`src/tmr_pkg.sv`:
```
package tmr_pkg;

	localparam int STEP_LIMIT = 170;
	localparam int TAPE_DEPTH = 170;
	localparam int WORD_BITS = 64;
	localparam int TAPE_WORDS = (TAPE_DEPTH + WORD_BITS - 1) / WORD_BITS;
	localparam int TAPE_BITS = TAPE_WORDS * WORD_BITS;
	localparam int HEAD_W = $clog2(TAPE_DEPTH + 1);
	localparam int STEP_W = ($clog2(STEP_LIMIT + 1) > 8) ? $clog2(STEP_LIMIT + 1) : 8;
	localparam int NIB_W = 4;

	typedef enum logic [1:0] {
		ST_IDLE,
		ST_RUN,
		ST_EMIT
	} tmr_state_t;

	// control broadcast from the sequencer to every tape cell
	typedef struct packed {
		logic clear;
		logic step;
		logic move_left;
		logic wr_sym;
	} tmr_tape_ctl_t;

endpackage

```
`src/tmr_cell.sv`:
```
module tmr_cell (
	input  logic                   clk,
	input  logic                   arst_n,
	input  tmr_pkg::tmr_tape_ctl_t ctl,
	input  logic                   init_head,
	input  logic                   head_from_left,
	input  logic                   head_from_right,
	output logic                   head,
	output logic                   sym
);
	import tmr_pkg::*;

	logic head_q;
	logic sym_q;

	always_ff @(posedge clk or negedge arst_n) begin
		if (!arst_n) begin
			head_q <= 1'b0;
			sym_q <= 1'b0;
		end else if (ctl.clear) begin
			head_q <= init_head;
			sym_q <= 1'b0;
		end else if (ctl.step) begin
			if (head_q) begin
				sym_q <= ctl.wr_sym;
			end
			// pass the head token to the neighbor on the side it moves to
			head_q <= ctl.move_left ? head_from_right : head_from_left;
		end
	end

	assign head = head_q;
	assign sym = sym_q;

endmodule

```
`src/tmr_tape.sv`:
```
module tmr_tape (
	input  logic                              clk,
	input  logic                              arst_n,
	input  tmr_pkg::tmr_tape_ctl_t            ctl,
	output logic                              rd_sym,
	output logic [tmr_pkg::TAPE_DEPTH-1:0]    head_vec,
	output logic [tmr_pkg::TAPE_DEPTH-1:0]    sym_vec
);
	import tmr_pkg::*;

	genvar i;
	generate
		for (i = 0; i < TAPE_DEPTH; i++) begin : g_cell
			logic from_left;
			logic from_right;

			if (i == 0) begin : g_first
				assign from_left = 1'b0;
			end else begin : g_mid_l
				assign from_left = head_vec[i-1];
			end
			if (i == TAPE_DEPTH - 1) begin : g_end
				assign from_right = 1'b0;
			end else begin : g_mid_r
				assign from_right = head_vec[i+1];
			end

			tmr_cell u_cell (
				.clk             (clk),
				.arst_n          (arst_n),
				.ctl             (ctl),
				.init_head       ((i == 0) ? 1'b1 : 1'b0),
				.head_from_left  (from_left),
				.head_from_right (from_right),
				.head            (head_vec[i]),
				.sym             (sym_vec[i])
			);
		end
	endgenerate

	// token is one-hot, so this picks the symbol under the head
	assign rd_sym = |(head_vec & sym_vec);

endmodule

```
`src/turing_machine_runner.sv`:
```
// Run: the machine takes one step per cycle (at most 170 steps) from the start transfer,
// then shows one result per tape word, 1 or 2 (a halting run never passes cell 84);
// busy stays high until the last result has been shown.
// A new machine is accepted only in idle, after the last result of the one before; the
// head token walks one step per cycle along the tape cell chain.
// Reset: arst_n clears the sequencer to idle and empties the tape; results are never stalled.
module turing_machine_runner (
	input  logic        clk,
	input  logic        arst_n,
	input  logic        start,
	output logic        busy,
	input  logic [31:0] machine_number,
	output logic        result_valid,
	output logic        halted,
	output logic [7:0]  step_count,
	output logic [7:0]  rightmost_cell,
	output logic [1:0]  word_index,
	output logic [63:0] tape_word,
	output logic        last
);
	import tmr_pkg::*;

	tmr_state_t              state_q;
	tmr_state_t              state_nxt;
	logic [31:0]             mnum_q;
	logic [1:0]              mstate_q;
	logic [HEAD_W-1:0]       head_q;
	logic [HEAD_W-1:0]       right_q;
	logic [STEP_W-1:0]       steps_q;
	logic                    halted_q;
	logic [1:0]              widx_q;

	tmr_tape_ctl_t           tape_ctl;
	logic                    rd_sym;
	logic [TAPE_DEPTH-1:0]   head_vec;
	logic [TAPE_DEPTH-1:0]   sym_vec;
	logic [TAPE_BITS-1:0]    tape_flat;

	logic                    accept;
	logic [2:0]              entry;
	logic [NIB_W-1:0]        nib;
	logic                    mv_left;
	logic [STEP_W-1:0]       steps_inc;
	logic [HEAD_W-1:0]       head_inc;
	logic                    hit_halt;
	logic                    hit_limit;
	logic                    hit_end;
	logic [1:0]              last_idx;
	logic                    last_word;

	// The tape: a row of cells, each with its symbol and a one-hot head token
	tmr_tape u_tape (
		.clk      (clk),
		.arst_n   (arst_n),
		.ctl      (tape_ctl),
		.rd_sym   (rd_sym),
		.head_vec (head_vec),
		.sym_vec  (sym_vec)
	);

	assign accept = start && (state_q == ST_IDLE);

	// Look up the transition for (state, symbol under head)
	assign entry = {mstate_q, rd_sym};
	assign nib = mnum_q[{entry, 2'b00} +: NIB_W];
	assign mv_left = nib[0];
	assign steps_inc = steps_q + STEP_W'(1);
	assign head_inc = head_q + HEAD_W'(1);

	// Ways a step ends the run: fall off the left end, hit the step limit, run off the tape
	assign hit_halt = mv_left && (head_q == '0);
	assign hit_limit = (steps_inc == STEP_W'(STEP_LIMIT));
	assign hit_end = !mv_left && (head_q == HEAD_W'(TAPE_DEPTH - 1));

	// Last word: index of the word holding the rightmost cell
	assign last_idx = 2'(right_q / HEAD_W'(WORD_BITS));
	assign last_word = !halted_q || (widx_q == last_idx);

	// Next state
	always_comb begin
		state_nxt = state_q;
		case (state_q)
			ST_IDLE: begin
				if (start) begin
					state_nxt = ST_RUN;
				end
			end
			ST_RUN: begin
				if (hit_halt || hit_limit || hit_end) begin
					state_nxt = ST_EMIT;
				end
			end
			ST_EMIT: begin
				if (last_word) begin
					state_nxt = ST_IDLE;
				end
			end
			default: state_nxt = ST_IDLE;
		endcase
	end

	// Outputs of the sequencer
	always_comb begin
		busy = 1'b1;
		result_valid = 1'b0;
		tape_ctl = '0;
		tape_ctl.move_left = mv_left;
		tape_ctl.wr_sym = nib[1];
		case (state_q)
			ST_IDLE: begin
				busy = 1'b0;
				tape_ctl.clear = start;
			end
			ST_RUN: begin
				tape_ctl.step = 1'b1;
			end
			ST_EMIT: begin
				result_valid = 1'b1;
			end
			default: busy = 1'b1;
		endcase
	end

	always_ff @(posedge clk or negedge arst_n) begin
		if (!arst_n) begin
			state_q <= ST_IDLE;
		end else begin
			state_q <= state_nxt;
		end
	end

	// Run registers: clear on a start transfer, advance once per step
	always_ff @(posedge clk or negedge arst_n) begin
		if (!arst_n) begin
			mnum_q <= '0;
			mstate_q <= '0;
			head_q <= '0;
			right_q <= '0;
			steps_q <= '0;
			halted_q <= 1'b0;
			widx_q <= '0;
		end else if (accept) begin
			mnum_q <= machine_number;
			mstate_q <= '0;
			head_q <= '0;
			right_q <= '0;
			steps_q <= '0;
			halted_q <= 1'b0;
			widx_q <= '0;
		end else if (state_q == ST_RUN) begin
			steps_q <= steps_inc;
			mstate_q <= nib[3:2];
			if (hit_halt) begin
				halted_q <= 1'b1;
			end else if (mv_left) begin
				head_q <= head_q - HEAD_W'(1);
			end else begin
				head_q <= head_inc;
				if (head_inc > right_q) begin
					right_q <= head_inc;
				end
			end
		end else if (state_q == ST_EMIT) begin
			// advance to the next tape word
			widx_q <= widx_q + 2'd1;
		end
	end

	// Cells past the rightmost one were never written and read as zero
	assign tape_flat = {{(TAPE_BITS - TAPE_DEPTH){1'b0}}, sym_vec};

	always_comb begin
		tape_word = '0;
		if (halted_q) begin
			case (widx_q)
				2'd0: tape_word = tape_flat[0 +: WORD_BITS];
				2'd1: tape_word = tape_flat[WORD_BITS +: WORD_BITS];
				2'd2: tape_word = tape_flat[2*WORD_BITS +: WORD_BITS];
				default: tape_word = '0;
			endcase
		end
	end

	assign halted = halted_q;
	assign step_count = steps_q[7:0];
	assign rightmost_cell = right_q[7:0];
	assign word_index = widx_q;
	assign last = last_word;

	// Results only come while the block is busy
	a_valid_busy: assert property (@(posedge clk) disable iff (!arst_n)
		result_valid |-> busy)
		else $error("result shown while idle");

	// After the final result the block is free for the next machine
	a_last_idle: assert property (@(posedge clk) disable iff (!arst_n)
		(result_valid && last) |=> !busy && !result_valid)
		else $error("block still busy after last result");

	// Exactly one head token while a machine is stepping
	a_head_onehot: assert property (@(posedge clk) disable iff (!arst_n)
		(state_q == ST_RUN) |-> $onehot(head_vec))
		else $error("head token lost or duplicated");

	// Step count never passes the limit
	a_step_limit: assert property (@(posedge clk) disable iff (!arst_n)
		steps_q <= STEP_W'(STEP_LIMIT))
		else $error("step counter past limit");

endmodule
```
`config.mk`:
```
export PLATFORM = sky130hd
export DESIGN_NAME = turing_machine_runner
export DESIGN_NICKNAME = d
export VERILOG_FILES = /design/src/tmr_pkg.sv /design/src/tmr_cell.sv /design/src/tmr_tape.sv /design/src/turing_machine_runner.sv
export SDC_FILE = /design/constraint.sdc
export NUM_CORES = 1
export LEC_CHECK = 0
export BUFFER_PORTS_ARGS = -buffer_cell sky130_fd_sc_hd__buf_2
export CAP_MARGIN = 5
export CELL_PAD_IN_SITES_DETAIL_PLACEMENT = 1
export CELL_PAD_IN_SITES_GLOBAL_PLACEMENT = 2
export CORE_ASPECT_RATIO = 1.1
export CORE_UTILIZATION = 39
export DETAILED_ROUTE_END_ITERATION = 10
export PLACE_DENSITY_LB_ADDON = 0.1
export SYNTH_ARGS = -nofsm -noshare
export SYNTH_HDL_FRONTEND = slang
export SYNTH_SLANG_ARGS = --single-unit
```
`constraint.sdc`:
```
create_clock -name clk -period 3.99 [get_ports clk]
set_input_delay 0.798 -clock clk [delete_from_list [all_inputs] [get_ports clk]]
set_output_delay 0.798 -clock clk [all_outputs]
set_load 0.01 [all_outputs]
```
==> metrics.log, run 1 <==
[metrics] Area Growth Syn to Fin: 17.68%
[metrics] total setup violations reported at the end of the flow: 0
[metrics] Global Route Usage Sum: 0.3229
[metrics] relative slew slack: 0.2589
[metrics] mux contribution to synthesized area: 0.09592
[metrics] combinational family with the most area after synthesis: simple AND/OR/NAND/NOR gates
[metrics] post-synthesis share of cell area spent on full adders, half adders and majority gates: 0.01124
[metrics] die area: 0.05229 sq mm
[metrics] Worst Setup Path Type: flop to flop
[metrics] buffer count from post-CTS setup fixing: 0
[metrics] share of synthesized flip-flops with an asynchronous set or reset: 1.000
[metrics] CP Max Fanout: 7
[metrics] worst hold slack across all endpoints: 0.1303 ns
[metrics] fraction of power spent switching nets: 0.2229
[metrics] maximum single-stage delay on the critical path: between 0.5 and 0.6 ns
[metrics] Post-synth EDFFs: 0
[metrics] number of nets still failing antenna checks after routing: 0
[metrics] final hold violation count: 0
[metrics] clk slew on worst S/H paths: about 0.06 ns
[metrics] chain of cells forming the critical path: a22o_1 > a221oi_1 > and4_1 > nand4_1 > buf_4 > nor4_1 > o31ai_4 > and2_1 > o21ai_1 > mux2i_1
[metrics] TritonCTS buffer count: 48
[metrics] layout cell share with drive strength beyond 1: 0.1496
[metrics] TritonCTS clock tree: done
[metrics] Setup crit start: u_tape.g_cell[8].u_cell.head
[metrics] worst r2r src: u_tape.g_cell[8].u_cell.head
[metrics] number of global-route vias before repair: approximately 19000
[metrics] Clock Skews: around 0.035 ns
[metrics] final instance area: between 0.02 and 0.025 sq mm
[metrics] top cells by area, synth: sky130_fd_sc_hd__dfrtp_1 50%, sky130_fd_sc_hd__mux2i_1 8.8%, sky130_fd_sc_hd__nand2_1 8.8%
[metrics] shortest period the worst path allows: 3.868 ns
[metrics] worst skew pair latency: a little over 0.6 ns
[metrics] Critical-path top delay cell: sky130_fd_sc_hd__nor4_1
[metrics] cell leakage power: about 10 nW
[metrics] H-tree lvl count: 2
[metrics] post-placement worst setup slack: -0.1597 ns
[metrics] final setup slack of the worst path: ~0.12 ns
[metrics] DRC violation count after routing: 0
[metrics] final setup TNS: 0 ns
[metrics] timing-limited maximum frequency: 0.2585 GHz
[metrics] post_cts resized: 1
[metrics] global-route wire length before repair: 125000 um
[metrics] critical register-to-register path endpoint: head_q[0]
[metrics] width of the chip: 218.1 um
[metrics] number of antenna violations at the first check in global routing: 0
[metrics] wire per inst: around 28 um
[metrics] status: finished clean
[metrics] Ports: around 120
[metrics] Int Power: around 6.8 mW
[metrics] fraction of power consumed by sequential logic: 0.468
[metrics] reg-to-reg setup timing slack: 0.12 ns
[metrics] Die Span Y: approximately 240 um
[metrics] parity-gate share of the synthesized area counting xor and xnor cells: 0.004809
[metrics] end of the critical path: head_q[0]
[metrics] number of library cell types mapped by synthesis: 56
[metrics] Mean Syn Cell Area: a little over 9 sq um
[metrics] worst r2r path cells: 10
[metrics] number of pins exceeding their max-slew limit in the final report: 0
[metrics] power per cell area: approximately 370 mW/mm^2
[metrics] post-detailed-placement half-perimeter wirelength: roughly 59000 um
[metrics] Placement Rows: 86
[metrics] Placer Congestion: roughly 0.94
[metrics] Max Cap Viol: 0
[metrics] Bufs on Longest Clock Path: 3
[metrics] CORE AREA: roughly 0.050 sq mm
[metrics] clk root buf: sky130_fd_sc_hd__clkbuf_16
[metrics] maximum resistive drop on vdd: between 0.0002 and 0.0003 V
[metrics] count of port buffers added during placement: 120
[metrics] area fraction in and, or, nand and nor cells after synthesis: 0.1756
[metrics] Nets: 2353
[metrics] non-filler cells, final: roughly 3000
[metrics] #FFs+latches synth: approximately 400
[metrics] area after detailed placement: ~0.022 sq mm
[metrics] combinational share of power: 0.013
[metrics] required time at the worst-slack endpoint: ~4.5 ns
[metrics] switching pwr: ~2 mW
[metrics] final total power: roughly 8.7 mW
[metrics] unrepaired setup endpoints after global routing: no
[metrics] slew at the pin closest to its max-slew limit: 1.112 ns
[metrics] maximum number of pins on one net before global-route repair: between 100 and 150
[metrics] Synthesized Nets: 2222
[metrics] first drt pass iteration count: 9
[metrics] Post-Synthesis Cells: 2169
[metrics] fraction of the core area covered by cells at the end of the flow: 0.4682
[metrics] portion of the post-synthesis area used by sequential elements: 0.5033
[metrics] ratio of final minimum period to clock period: 0.9694
[metrics] initial standard-cell utilization of the core: 0.3979
[metrics] signal arrival time at the worst endpoint: about 4.4 ns
[metrics] Worst Setup Start Kind: flop
[metrics] ratio of routed vias to standard cells: 6.052
[metrics] GRT overflow: 0
[metrics] flip-flop cell with the highest count after synthesis: sky130_fd_sc_hd__dfrtp_1
[metrics] element type at the critical path end: flop
[metrics] Syn. warnings: 0
[metrics] area share of the leading cell type in the synthesized netlist: 0.5033
[metrics] Total Wirelength: approximately 83000 um
[metrics] library cell with the largest summed area after synthesis: sky130_fd_sc_hd__dfrtp_1
[metrics] Hold WC Path Type: input port to asynchronous set/reset pin
[metrics] count of hold buffers inserted by post-cts repair: 0
[metrics] routed vias: roughly 18000
[metrics] clock network power share: 0.519
[metrics] mapped cell area: around 0.020 sq mm
[metrics] post-synthesis compound-gate area fraction: 0.1688
[metrics] number of placed instances, taps included: roughly 2900
[metrics] count of clock tree sinks: ~400
[metrics] DRT iter0 DRCs: 1857
[metrics] number of inserted diodes: 0
-- power by group through the flow --
stage / Sequential [mW] / Clock [mW] / Combinational (mW)
2_1_floorplan: 4.16 / 0 / 0.000378
3_3_place_gp: 4.16 / 0 / 0.122
3_5_place_dp: 4.16 / 0 / 0.123
4_1_cts: 4.09 / 4.61 / 0.123
5_1_grt: 4.08 / 4.75 / 0.135
6_report: 4.09 / 4.53 / 0.116
-- worst min path at each step --
stage	start	slack (ns)	end	cells after the start
after floorplan	mnum_q[14]	0.44	mnum_q[14]	2
after global placement	mnum_q[2]	0.45	mnum_q[2]	2
after detailed placement	mnum_q[1]	0.46	mnum_q[1]	2
after CTS	arst_n	0.13	u_tape.g_cell[135].u_cell.sym	1
after global routing	arst_n	0.16	u_tape.g_cell[69].u_cell.sym	1
final	arst_n	0.13	u_tape.g_cell[137].u_cell.sym	1
-- worst max-delay path, delay by kind of cell (launching register included) --
family / cells / cell delay, ns
AO/OA/AOI/OAI: 4 / 1.39
buffers and inverters: 1 / 0.25
flip-flops: 1 / 0.47
multiplexers: 1 / 0.23
AND/OR/NAND/NOR: 4 / 1.43
-- metal layers --
| metal | up-vias | track usage | routed length [um] |
|---|---|---|---|
| li1 | 8019 | - | - |
| met1 | 9387 | 0.4301 | 35240 |
| met2 | 590 | 0.5263 | 39890 |
| met3 | 154 | 0.03594 | 4040 |
| met4 | 0 | 0.1483 | 4114 |
| met5 | - | 0 | 0 |
-- sequential cells by signal, summed over array words and instances (netlist names) --
name,flops
halted,1
state_q,2
step_count,8
u_tape.g_cell.u_cell.sym,170
rightmost_cell,8
head_q,8
mnum_q,32
mstate_q,2
u_tape.g_cell.u_cell.head,170
word_index,2
-- layout make-up --
type	instances	area (sq um)
fill	5723	26780
inverter	16	60.06
tap	660	825.8
sequential	403	10080
clock buffer	74	1440
multi-input combinational	1586	9245
timing repair buffer	245	1762
clock inverter	15	160.2
-- kinds of logic (layout without fill, tap and decap cells) --
| group | after synthesis | count (layout) |
|---|---|---|
| and+or+nand+nor | 818 | 818 |
| adders and majority gates | 18 | 18 |
| buffers and inverters | 180 | 350 |
| muxes | 184 | 184 |
| AOI/OAI and AO/OA | 555 | 555 |
| xor gates and xnor gates | 11 | 11 |
| DFF | 403 | 403 |
-- placed cells by master (no fill, tap or decap), types with 5 or more instances in the layout --
master                      netlist  routed
sky130_fd_sc_hd__buf_12           0      17
sky130_fd_sc_hd__buf_2           12     119
sky130_fd_sc_hd__mux2i_1        177     177
sky130_fd_sc_hd__a222oi_1        42      42
sky130_fd_sc_hd__nand4_1         11      11
sky130_fd_sc_hd__buf_4            9     108
sky130_fd_sc_hd__a21oi_1         10      10
sky130_fd_sc_hd__and3_1           7       7
sky130_fd_sc_hd__mux4_2           5       5
sky130_fd_sc_hd__nand2_1        470     469
sky130_fd_sc_hd__ha_1            18      15
sky130_fd_sc_hd__nand2b_1         9       7
sky130_fd_sc_hd__o21ai_1        158     158
sky130_fd_sc_hd__nor3_1           8       8
sky130_fd_sc_hd__and4_1           7       7
sky130_fd_sc_hd__clkinv_2         0       9
sky130_fd_sc_hd__dfrtp_1        403     403
sky130_fd_sc_hd__clkbuf_8         0      12
sky130_fd_sc_hd__inv_1           16      16
sky130_fd_sc_hd__a211oi_1         7       7
sky130_fd_sc_hd__a22oi_1         71      71
sky130_fd_sc_hd__xnor2_1          5       5
sky130_fd_sc_hd__xor2_1           6       6
sky130_fd_sc_hd__nor2_1          96      95
sky130_fd_sc_hd__o21ai_0        208     208
sky130_fd_sc_hd__clkbuf_1       123      13
sky130_fd_sc_hd__clkbuf_16        0      49
sky130_fd_sc_hd__nand3_1        183     183
sky130_fd_sc_hd__a22o_1          20      20
sky130_fd_sc_hd__a221oi_1        19      18
-- synthesized netlist by cell type, types with 8 or more instances --
master	count
sky130_fd_sc_hd__clkbuf_1	123
sky130_fd_sc_hd__buf_2	12
sky130_fd_sc_hd__mux2i_1	177
sky130_fd_sc_hd__inv_1	16
sky130_fd_sc_hd__nor3_1	8
sky130_fd_sc_hd__nand2b_1	9
sky130_fd_sc_hd__ha_1	18
sky130_fd_sc_hd__buf_1	9
sky130_fd_sc_hd__a221oi_1	19
sky130_fd_sc_hd__a21oi_1	10
sky130_fd_sc_hd__o21ai_1	158
sky130_fd_sc_hd__a22o_1	20
sky130_fd_sc_hd__nand4_1	11
sky130_fd_sc_hd__nor2_1	96
sky130_fd_sc_hd__nand3_1	183
sky130_fd_sc_hd__a222oi_1	42
sky130_fd_sc_hd__o21ai_0	208
sky130_fd_sc_hd__a22oi_1	71
sky130_fd_sc_hd__nand2_1	470
sky130_fd_sc_hd__buf_6	11
sky130_fd_sc_hd__buf_4	9
sky130_fd_sc_hd__dfrtp_1	403
Power figures use the tool's default switching activity.
==> run 2, diff against run 1 <==
--- a/config.mk
+++ b/config.mk
@@ -13,6 +13,7 @@
 export CORE_UTILIZATION = 39
 export DETAILED_ROUTE_END_ITERATION = 10
 export PLACE_DENSITY_LB_ADDON = 0.1
+export RECOVER_POWER = 25
 export SYNTH_ARGS = -nofsm -noshare
 export SYNTH_HDL_FRONTEND = slang
 export SYNTH_SLANG_ARGS = --single-unit
==> metrics.log, run 2 (synthesis gave the netlist of run 1 again) <==
[metrics] wire per inst: 27.79 um (was 27.77 um)
[metrics] power per cell area: 370.5 mW/mm^2 (was 370.3 mW/mm^2)
[metrics] post-detailed-placement half-perimeter wirelength: 59120 um (unchanged)
[metrics] signal arrival time at the worst endpoint: 4.39 ns (was 4.38 ns)
[metrics] count of hold buffers inserted by post-cts repair: 0 (unchanged)
[metrics] timing-limited maximum frequency: 0.2580 GHz (was 0.2585 GHz)
[metrics] maximum number of pins on one net before global-route repair: 120 (unchanged)
[metrics] layout cell share with drive strength beyond 1: 0.1492 (was 0.1496)
[metrics] most frequent cells in the layout: 469 x sky130_fd_sc_hd__nand2_1, 403 x sky130_fd_sc_hd__dfrtp_1, 208 x sky130_fd_sc_hd__o21ai_0, 183 x sky130_fd_sc_hd__nand3_1, 177 x sky130_fd_sc_hd__mux2i_1 (unchanged)
[metrics] shortest period the worst path allows: 3.876 ns (was 3.868 ns)
[metrics] final hold violation count: 0 (unchanged)
[metrics] H-tree lvl count: 2 (unchanged)
[metrics] final instance area: 0.02357 sq mm (was 0.02358 sq mm)
[metrics] slew at the pin closest to its max-slew limit: 3.568 ns (was 1.112 ns)
[metrics] Bufs on Longest Clock Path: 3 (unchanged)
[metrics] Global Route Usage Sum: 0.3229 (unchanged)
[metrics] element type at the critical path end: flop (unchanged)
[metrics] relative slew slack: -1.379 (was 0.2589)
[metrics] ratio of final minimum period to clock period: 0.9714 (was 0.9694)
[metrics] failing checks: max-capacitance violations, max-slew violations
[metrics] Max Cap Viol: 1 (was 0)
[metrics] initial standard-cell utilization of the core: 0.3979 (unchanged)
[metrics] number of pins exceeding their max-slew limit in the final report: 49 (was 0)
[metrics] count of clock tree sinks: 403 (unchanged)
[metrics] number of global-route vias before repair: 18530 (unchanged)
[metrics] leading cell type in the layout, fill and taps excluded: sky130_fd_sc_hd__nand2_1 (unchanged)
[metrics] maximum resistive drop on vdd: 0.0002845 V (about the same)
[metrics] Total Wirelength: 83340 um (was 83290 um)
[metrics] Die Span Y: 239.7 um (unchanged)
[metrics] worst skew pair latency: 0.61 ns (about the same)
[metrics] TritonCTS buffer count: 48 (unchanged)
[metrics] Nets: 2353 (unchanged)
[metrics] Ports: 121 (unchanged)
[metrics] Worst Setup Start Kind: flop (unchanged)
[metrics] Hold WC Path Type: input port to flop (was input port to asynchronous set/reset pin)
[metrics] buffer count from post-CTS setup fixing: 0 (unchanged)
[metrics] Placement Rows: 86 (unchanged)
[metrics] global-route wire length before repair: 125000 um (unchanged)
[metrics] total setup violations reported at the end of the flow: 0 (unchanged)
[metrics] GRT overflow: 0 (unchanged)
[metrics] number of placed instances, taps included: 2910 (unchanged)
[metrics] number of nets still failing antenna checks after routing: 0 (unchanged)
[metrics] DRC violation count after routing: 0 (unchanged)
[metrics] number of antenna violations at the first check in global routing: 0 (unchanged)
[metrics] clk root buf: sky130_fd_sc_hd__clkbuf_16 (unchanged)
[metrics] Placer Congestion: 0.9397 (unchanged)
[metrics] area after detailed placement: 0.02194 sq mm (unchanged)
[metrics] width of the chip: 218.1 um (unchanged)
[metrics] CP Max Fanout: 7 (unchanged)
[metrics] required time at the worst-slack endpoint: 4.50 ns (about the same)
[metrics] DRT iter0 DRCs: 1857 (unchanged)
[metrics] non-filler cells, final: 2999 (unchanged)
[metrics] CORE AREA: 0.05036 sq mm (unchanged)
[metrics] Worst Setup Path Type: flop to flop (unchanged)
[metrics] count of port buffers added during placement: 120 (unchanged)
[metrics] TritonCTS clock tree: done (unchanged)
[metrics] number of inserted diodes: 0 (unchanged)
[metrics] clk slew on worst S/H paths: 0.06 ns (about the same)
[metrics] status: finished, violations left (was finished clean)
[metrics] Area Growth Syn to Fin: 17.62% (was 17.68%)
[metrics] routed vias: 18140 (was 18150)
[metrics] Clock Skews: 0.03572 ns (was 0.03493 ns)
[metrics] unrepaired setup endpoints after global routing: no (unchanged)
[metrics] first drt pass iteration count: 8 (was 9)
[metrics] cell leakage power: 10.48 nW (about the same)
[metrics] ratio of routed vias to standard cells: 6.049 (was 6.052)
[metrics] die area: 0.05229 sq mm (unchanged)
-- run 2: changes by cell type in the layout (fill, tap and decap cells not counted), sizes merged --
cell / previous run / this run
buf: 245 / 244
clkbuf: 74 / 75
-- run 2: worst paths after layout --
check / end / depth (start not counted) / startpoint / slack (ns)
hold / removal: mnum_q[28] / 3 / machine_number[28] / 0.40
hold reg to reg: mnum_q[1] / 2 / mnum_q[1] / 0.47
setup reg to reg: head_q[0] / 10 / u_tape.g_cell[8].u_cell.head / 0.11
setup / recovery: head_q[0] / 10 / u_tape.g_cell[8].u_cell.head / 0.11
min in group asynchronous: u_tape.g_cell[137].u_cell.sym / 1 / arst_n / 1.40
max in group asynchronous: u_tape.g_cell[111].u_cell.head / 1 / arst_n / 0.56
-- run 2: routing by layer --
layer | routed length (um) | up-vias | share of wire | global-route usage
met3 | 4099 | 154 | 0.049 | 0.03594
met1 | 35230 | 9385 | 0.42 | 0.4301
met2 | 39950 | 582 | 0.48 | 0.5263
met5 | 0 | - | 0 | 0
li1 | - | 8020 | - | -
met4 | 4053 | 0 | 0.049 | 0.1483
-- run 2: worst max-delay path, stage by stage (launching register included) --
cell and delay, ns:
sky130_fd_sc_hd__dfrtp_1 0.47, sky130_fd_sc_hd__a22o_1 0.31, sky130_fd_sc_hd__a221oi_1 0.39, sky130_fd_sc_hd__and4_1 0.35, sky130_fd_sc_hd__nand4_1 0.26, sky130_fd_sc_hd__buf_4 0.25
sky130_fd_sc_hd__nor4_1 0.52, sky130_fd_sc_hd__o31ai_4 0.24, sky130_fd_sc_hd__and2_1 0.31, sky130_fd_sc_hd__o21ai_1 0.45, sky130_fd_sc_hd__mux2i_1 0.23
-- run 2: repair_timing --
item | CTS | global route
setup endpoints to repair | 171 | 171
gates resized for setup | 1 | 4
pin swaps | 0 | 0
-- run 2: final cells by class --
class                   instances  area (sq um)
clock buffers                  74          1440
clock inverters                15         160.2
fillers                      5725         26790
inverters                      16         60.06
multi-input cells            1586          9245
flip-flops and latches        403         10080
well taps                     660         825.8
repair buffers                245          1750
-- run 2: metrics by stage --
step	setup WS (ns)	util	setup TNS (ns)	total power, mW	hold WS [ns]
floorplan	1.233	-	0	4.163	0.4373
global placement	-0.03968	0.4357	-0.08534	4.283	0.4516
detailed placement	-0.1597	0.4357	-12.88	4.284	0.4614
CTS	0.005937	0.4677	0	8.817	0.1341
global route	0.001645	0.4680	0	8.976	0.3993
finish	0.1142	0.4680	0	8.732	0.4028
-- run 2: power breakdown --
part	leakage (nW)	switching [mW]	internal (mW)	total, mW
clock	0.792	1.85	2.67	4.53
sequential	4.92	0	4.09	4.09
combinational	4.76	0.0932	0.0231	0.116
==> run 3, diff against run 2 <==
--- a/config.mk
+++ b/config.mk
@@ -12,7 +12,7 @@
 export CORE_ASPECT_RATIO = 1.1
 export CORE_UTILIZATION = 39
 export DETAILED_ROUTE_END_ITERATION = 10
-export PLACE_DENSITY_LB_ADDON = 0.1
+export PLACE_DENSITY_LB_ADDON = 0.08
 export RECOVER_POWER = 25
 export SYNTH_ARGS = -nofsm -noshare
 export SYNTH_HDL_FRONTEND = slang
==> metrics.log, run 3 (synthesis gave the netlist of run 1 again) <==
[metrics] GRT overflow: 0 (unchanged)
[metrics] status: finished, violations left (unchanged)
[metrics] final total power: 8.731 mW (was 8.732 mW)
[metrics] TritonCTS clock tree: done (unchanged)
[metrics] buffer count from post-CTS setup fixing: 0 (unchanged)
[metrics] Placer Congestion: 0.8928 (was 0.9397)
[metrics] total setup violations reported at the end of the flow: 0 (unchanged)
[metrics] H-tree lvl count: 2 (unchanged)
[metrics] maximum number of pins on one net before global-route repair: 172 (was 120)
[metrics] final hold violation count: 0 (unchanged)
[metrics] post_cts resized: 0 (was 1)
[metrics] element type at the critical path end: output pin (was flop)
[metrics] timing-limited maximum frequency: 0.2608 GHz (was 0.2580 GHz)
[metrics] ratio of final minimum period to clock period: 0.9612 (was 0.9714)
[metrics] clk slew on worst S/H paths: 0.06 ns (about the same)
[metrics] worst skew pair latency: 0.59 ns (was 0.61 ns)
[metrics] count of clock tree sinks: 403 (unchanged)
[metrics] Clock Skews: 0.01535 ns (was 0.03572 ns)
[metrics] area after detailed placement: 0.02189 sq mm (was 0.02194 sq mm)
[metrics] count of hold buffers inserted by post-cts repair: 0 (unchanged)
[metrics] Critical path buffers and inverters: 2 (was 1)
[metrics] worst hold slack across all endpoints: 0.3954 ns (was 0.4028 ns)
[metrics] startpoint of the worst hold path: machine_number[27] (was machine_number[28])
[metrics] clk root buf: sky130_fd_sc_hd__clkbuf_16 (unchanged)
[metrics] initial standard-cell utilization of the core: 0.3979 (unchanged)
[metrics] routed vias: 18080 (was 18140)
[metrics] count of port buffers added during placement: 120 (unchanged)
[metrics] TritonCTS buffer count: 47 (was 48)
[metrics] CORE AREA: 0.05036 sq mm (unchanged)
[metrics] leading cell type in the layout, fill and taps excluded: sky130_fd_sc_hd__nand2_1 (unchanged)
[metrics] required time at the worst-slack endpoint: 3.19 ns (was 4.50 ns)
[metrics] Setup crit start: word_index[0] (was u_tape.g_cell[8].u_cell.head)
[metrics] power per cell area: 372.6 mW/mm^2 (was 370.5 mW/mm^2)
[metrics] final instance area: 0.02344 sq mm (was 0.02357 sq mm)
[metrics] maximum resistive drop on vdd: 0.0003106 V (was 0.0002845 V)
[metrics] Nets: 2332 (was 2353)
[metrics] final setup TNS: 0 ns (unchanged)
[metrics] DRT iter0 DRCs: 1742 (was 1857)
[metrics] ratio of routed vias to standard cells: 6.077 (was 6.049)
[metrics] number of global-route vias before repair: 18600 (was 18530)
[metrics] worst r2r src: u_tape.g_cell[50].u_cell.head (was u_tape.g_cell[8].u_cell.head)
[metrics] shortest period the worst path allows: 3.835 ns (was 3.876 ns)
[metrics] number of nets still failing antenna checks after routing: 0 (unchanged)
[metrics] DRC violation count after routing: 0 (unchanged)
[metrics] most frequent cells in the layout: 469 x sky130_fd_sc_hd__nand2_1, 403 x sky130_fd_sc_hd__dfrtp_1, 208 x sky130_fd_sc_hd__o21ai_0, 183 x sky130_fd_sc_hd__nand3_1, 177 x sky130_fd_sc_hd__mux2i_1 (unchanged)
[metrics] Total Wirelength: 83880 um (was 83340 um)
[metrics] Ports: 121 (unchanged)
[metrics] Area Growth Syn to Fin: 16.97% (was 17.62%)
[metrics] Worst Setup Path Type: flop to output pin (was flop to flop)
[metrics] layout cell share with drive strength beyond 1: 0.1404 (was 0.1492)
[metrics] relative slew slack: -0.4923 (was -1.379)
[metrics] Worst path top cell family by delay: compound AO/OA/AOI/OAI gates (was simple AND/OR/NAND/NOR gates)
[metrics] Placement Rows: 86 (unchanged)
[metrics] global-route wire length before repair: 125900 um (was 125000 um)
[metrics] Die Span Y: 239.7 um (unchanged)
[metrics] unrepaired setup endpoints after global routing: no (unchanged)
[metrics] die area: 0.05229 sq mm (unchanged)
[metrics] signal arrival time at the worst endpoint: 3.04 ns (was 4.39 ns)
[metrics] failing checks: max-capacitance violations, max-slew violations (unchanged)
[metrics] Worst Setup Start Kind: flop (unchanged)
[metrics] first drt pass iteration count: 6 (was 8)
[metrics] Max Cap Viol: 2 (was 1)
[metrics] slew at the pin closest to its max-slew limit: 2.238 ns (was 3.568 ns)
[metrics] number of pins exceeding their max-slew limit in the final report: 142 (was 49)
[metrics] maximum single-stage delay on the critical path: 0.96 ns (was 0.52 ns)
[metrics] Hold WC Path Type: input port to flop (unchanged)
[metrics] width of the chip: 218.1 um (unchanged)
[metrics] post-detailed-placement half-perimeter wirelength: 58860 um (was 59120 um)
[metrics] Critical-path top delay cell: sky130_fd_sc_hd__a222oi_1 (was sky130_fd_sc_hd__nor4_1)
[metrics] cell leakage power: 10.41 nW (was 10.48 nW)
[metrics] number of antenna violations at the first check in global routing: 0 (unchanged)
[metrics] wire per inst: 28.19 um (was 27.79 um)
[metrics] CP Max Fanout: 30 (was 7)
[metrics] Bufs on Longest Clock Path: 3 (unchanged)
[metrics] chain of cells forming the critical path: inv_1 > ha_2 > a222oi_1 > nor2_1 > buf_2 (was a22o_1 > a221oi_1 > and4_1 > nand4_1 > buf_4 > nor4_1 > o31ai_4 > and2_1 > o21ai_1 > mux2i_1)
[metrics] Global Route Usage Sum: 0.3256 (was 0.3229)
[run 3: cell types whose count changed in the layout (fill, tap and decap cells not counted), moves of 2 or more]
cell	before	now
sky130_fd_sc_hd__buf_12	17	21
sky130_fd_sc_hd__buf_4	108	81
sky130_fd_sc_hd__clkbuf_1	14	10
sky130_fd_sc_hd__clkbuf_2	0	2
sky130_fd_sc_hd__inv_6	2	0
sky130_fd_sc_hd__nor4_1	2	4
sky130_fd_sc_hd__nor4_2	2	0
sky130_fd_sc_hd__o31ai_2	0	2
sky130_fd_sc_hd__o31ai_4	2	0
[run 3: worst paths after layout]
check | to | slack (ns) | cells after the start
min in group asynchronous | u_tape.g_cell[63].u_cell.sym | 0.85 | 1
worst max-delay path | tape_word[35] | 0.15 | 5
worst max register to register | u_tape.g_cell[74].u_cell.head | 0.26 | 11
max in group asynchronous | u_tape.g_cell[152].u_cell.sym | 0.62 | 2
worst min register to register | mnum_q[14] | 0.47 | 2
worst min-delay path | mnum_q[27] | 0.40 | 3
[run 3: stage by stage]
step                      utilization  instances  setup slack (ns)
final                          0.4654       2975            0.1550
after global routing           0.4653       2974           0.07650
after CTS                      0.4664       2974            0.1807
after detailed placement       0.4346       2890            0.3347
after global placement         0.4346       2890            0.3287
after floorplan                     -       2169             1.233
[run 3: area by class of cell]
cell class / instances / area [sq um]
fillers: 5716 / 26920
flip-flops and latches: 403 / 10080
multi-input cells: 1586 / 9218
repair buffers: 225 / 1647
clock buffers: 71 / 1429
well taps: 660 / 825.8
clock inverters: 13 / 168.9
inverters: 16 / 60.06
diodes: 1 / 2.502
[run 3: worst register-to-register path: cells and delay by family (launching register included)]
family | cells | cell delay, ns
buffers and inverters | 2 | 0.39
flip-flops | 1 | 0.44
multiplexers | 1 | 0.22
AO/OA/AOI/OAI | 4 | 1.16
AND/OR/NAND/NOR | 4 | 1.39
[run 3: report_power, final]
| part | leakage, nW | switching, mW | internal [mW] |
|---|---|---|---|
| registers | 4.92 | 0 | 4.09 |
| logic | 4.69 | 0.0937 | 0.0166 |
| clock network | 0.794 | 1.82 | 2.72 |
| total | 10.4 | 1.91 | 6.82 |
[run 3: layer usage]
layer | share of wire | GRT usage
met1 | 0.42 | 0.4221
met2 | 0.48 | 0.5385
met3 | 0.048 | 0.04317
met4 | 0.051 | 0.1509
met5 | 0 | 0
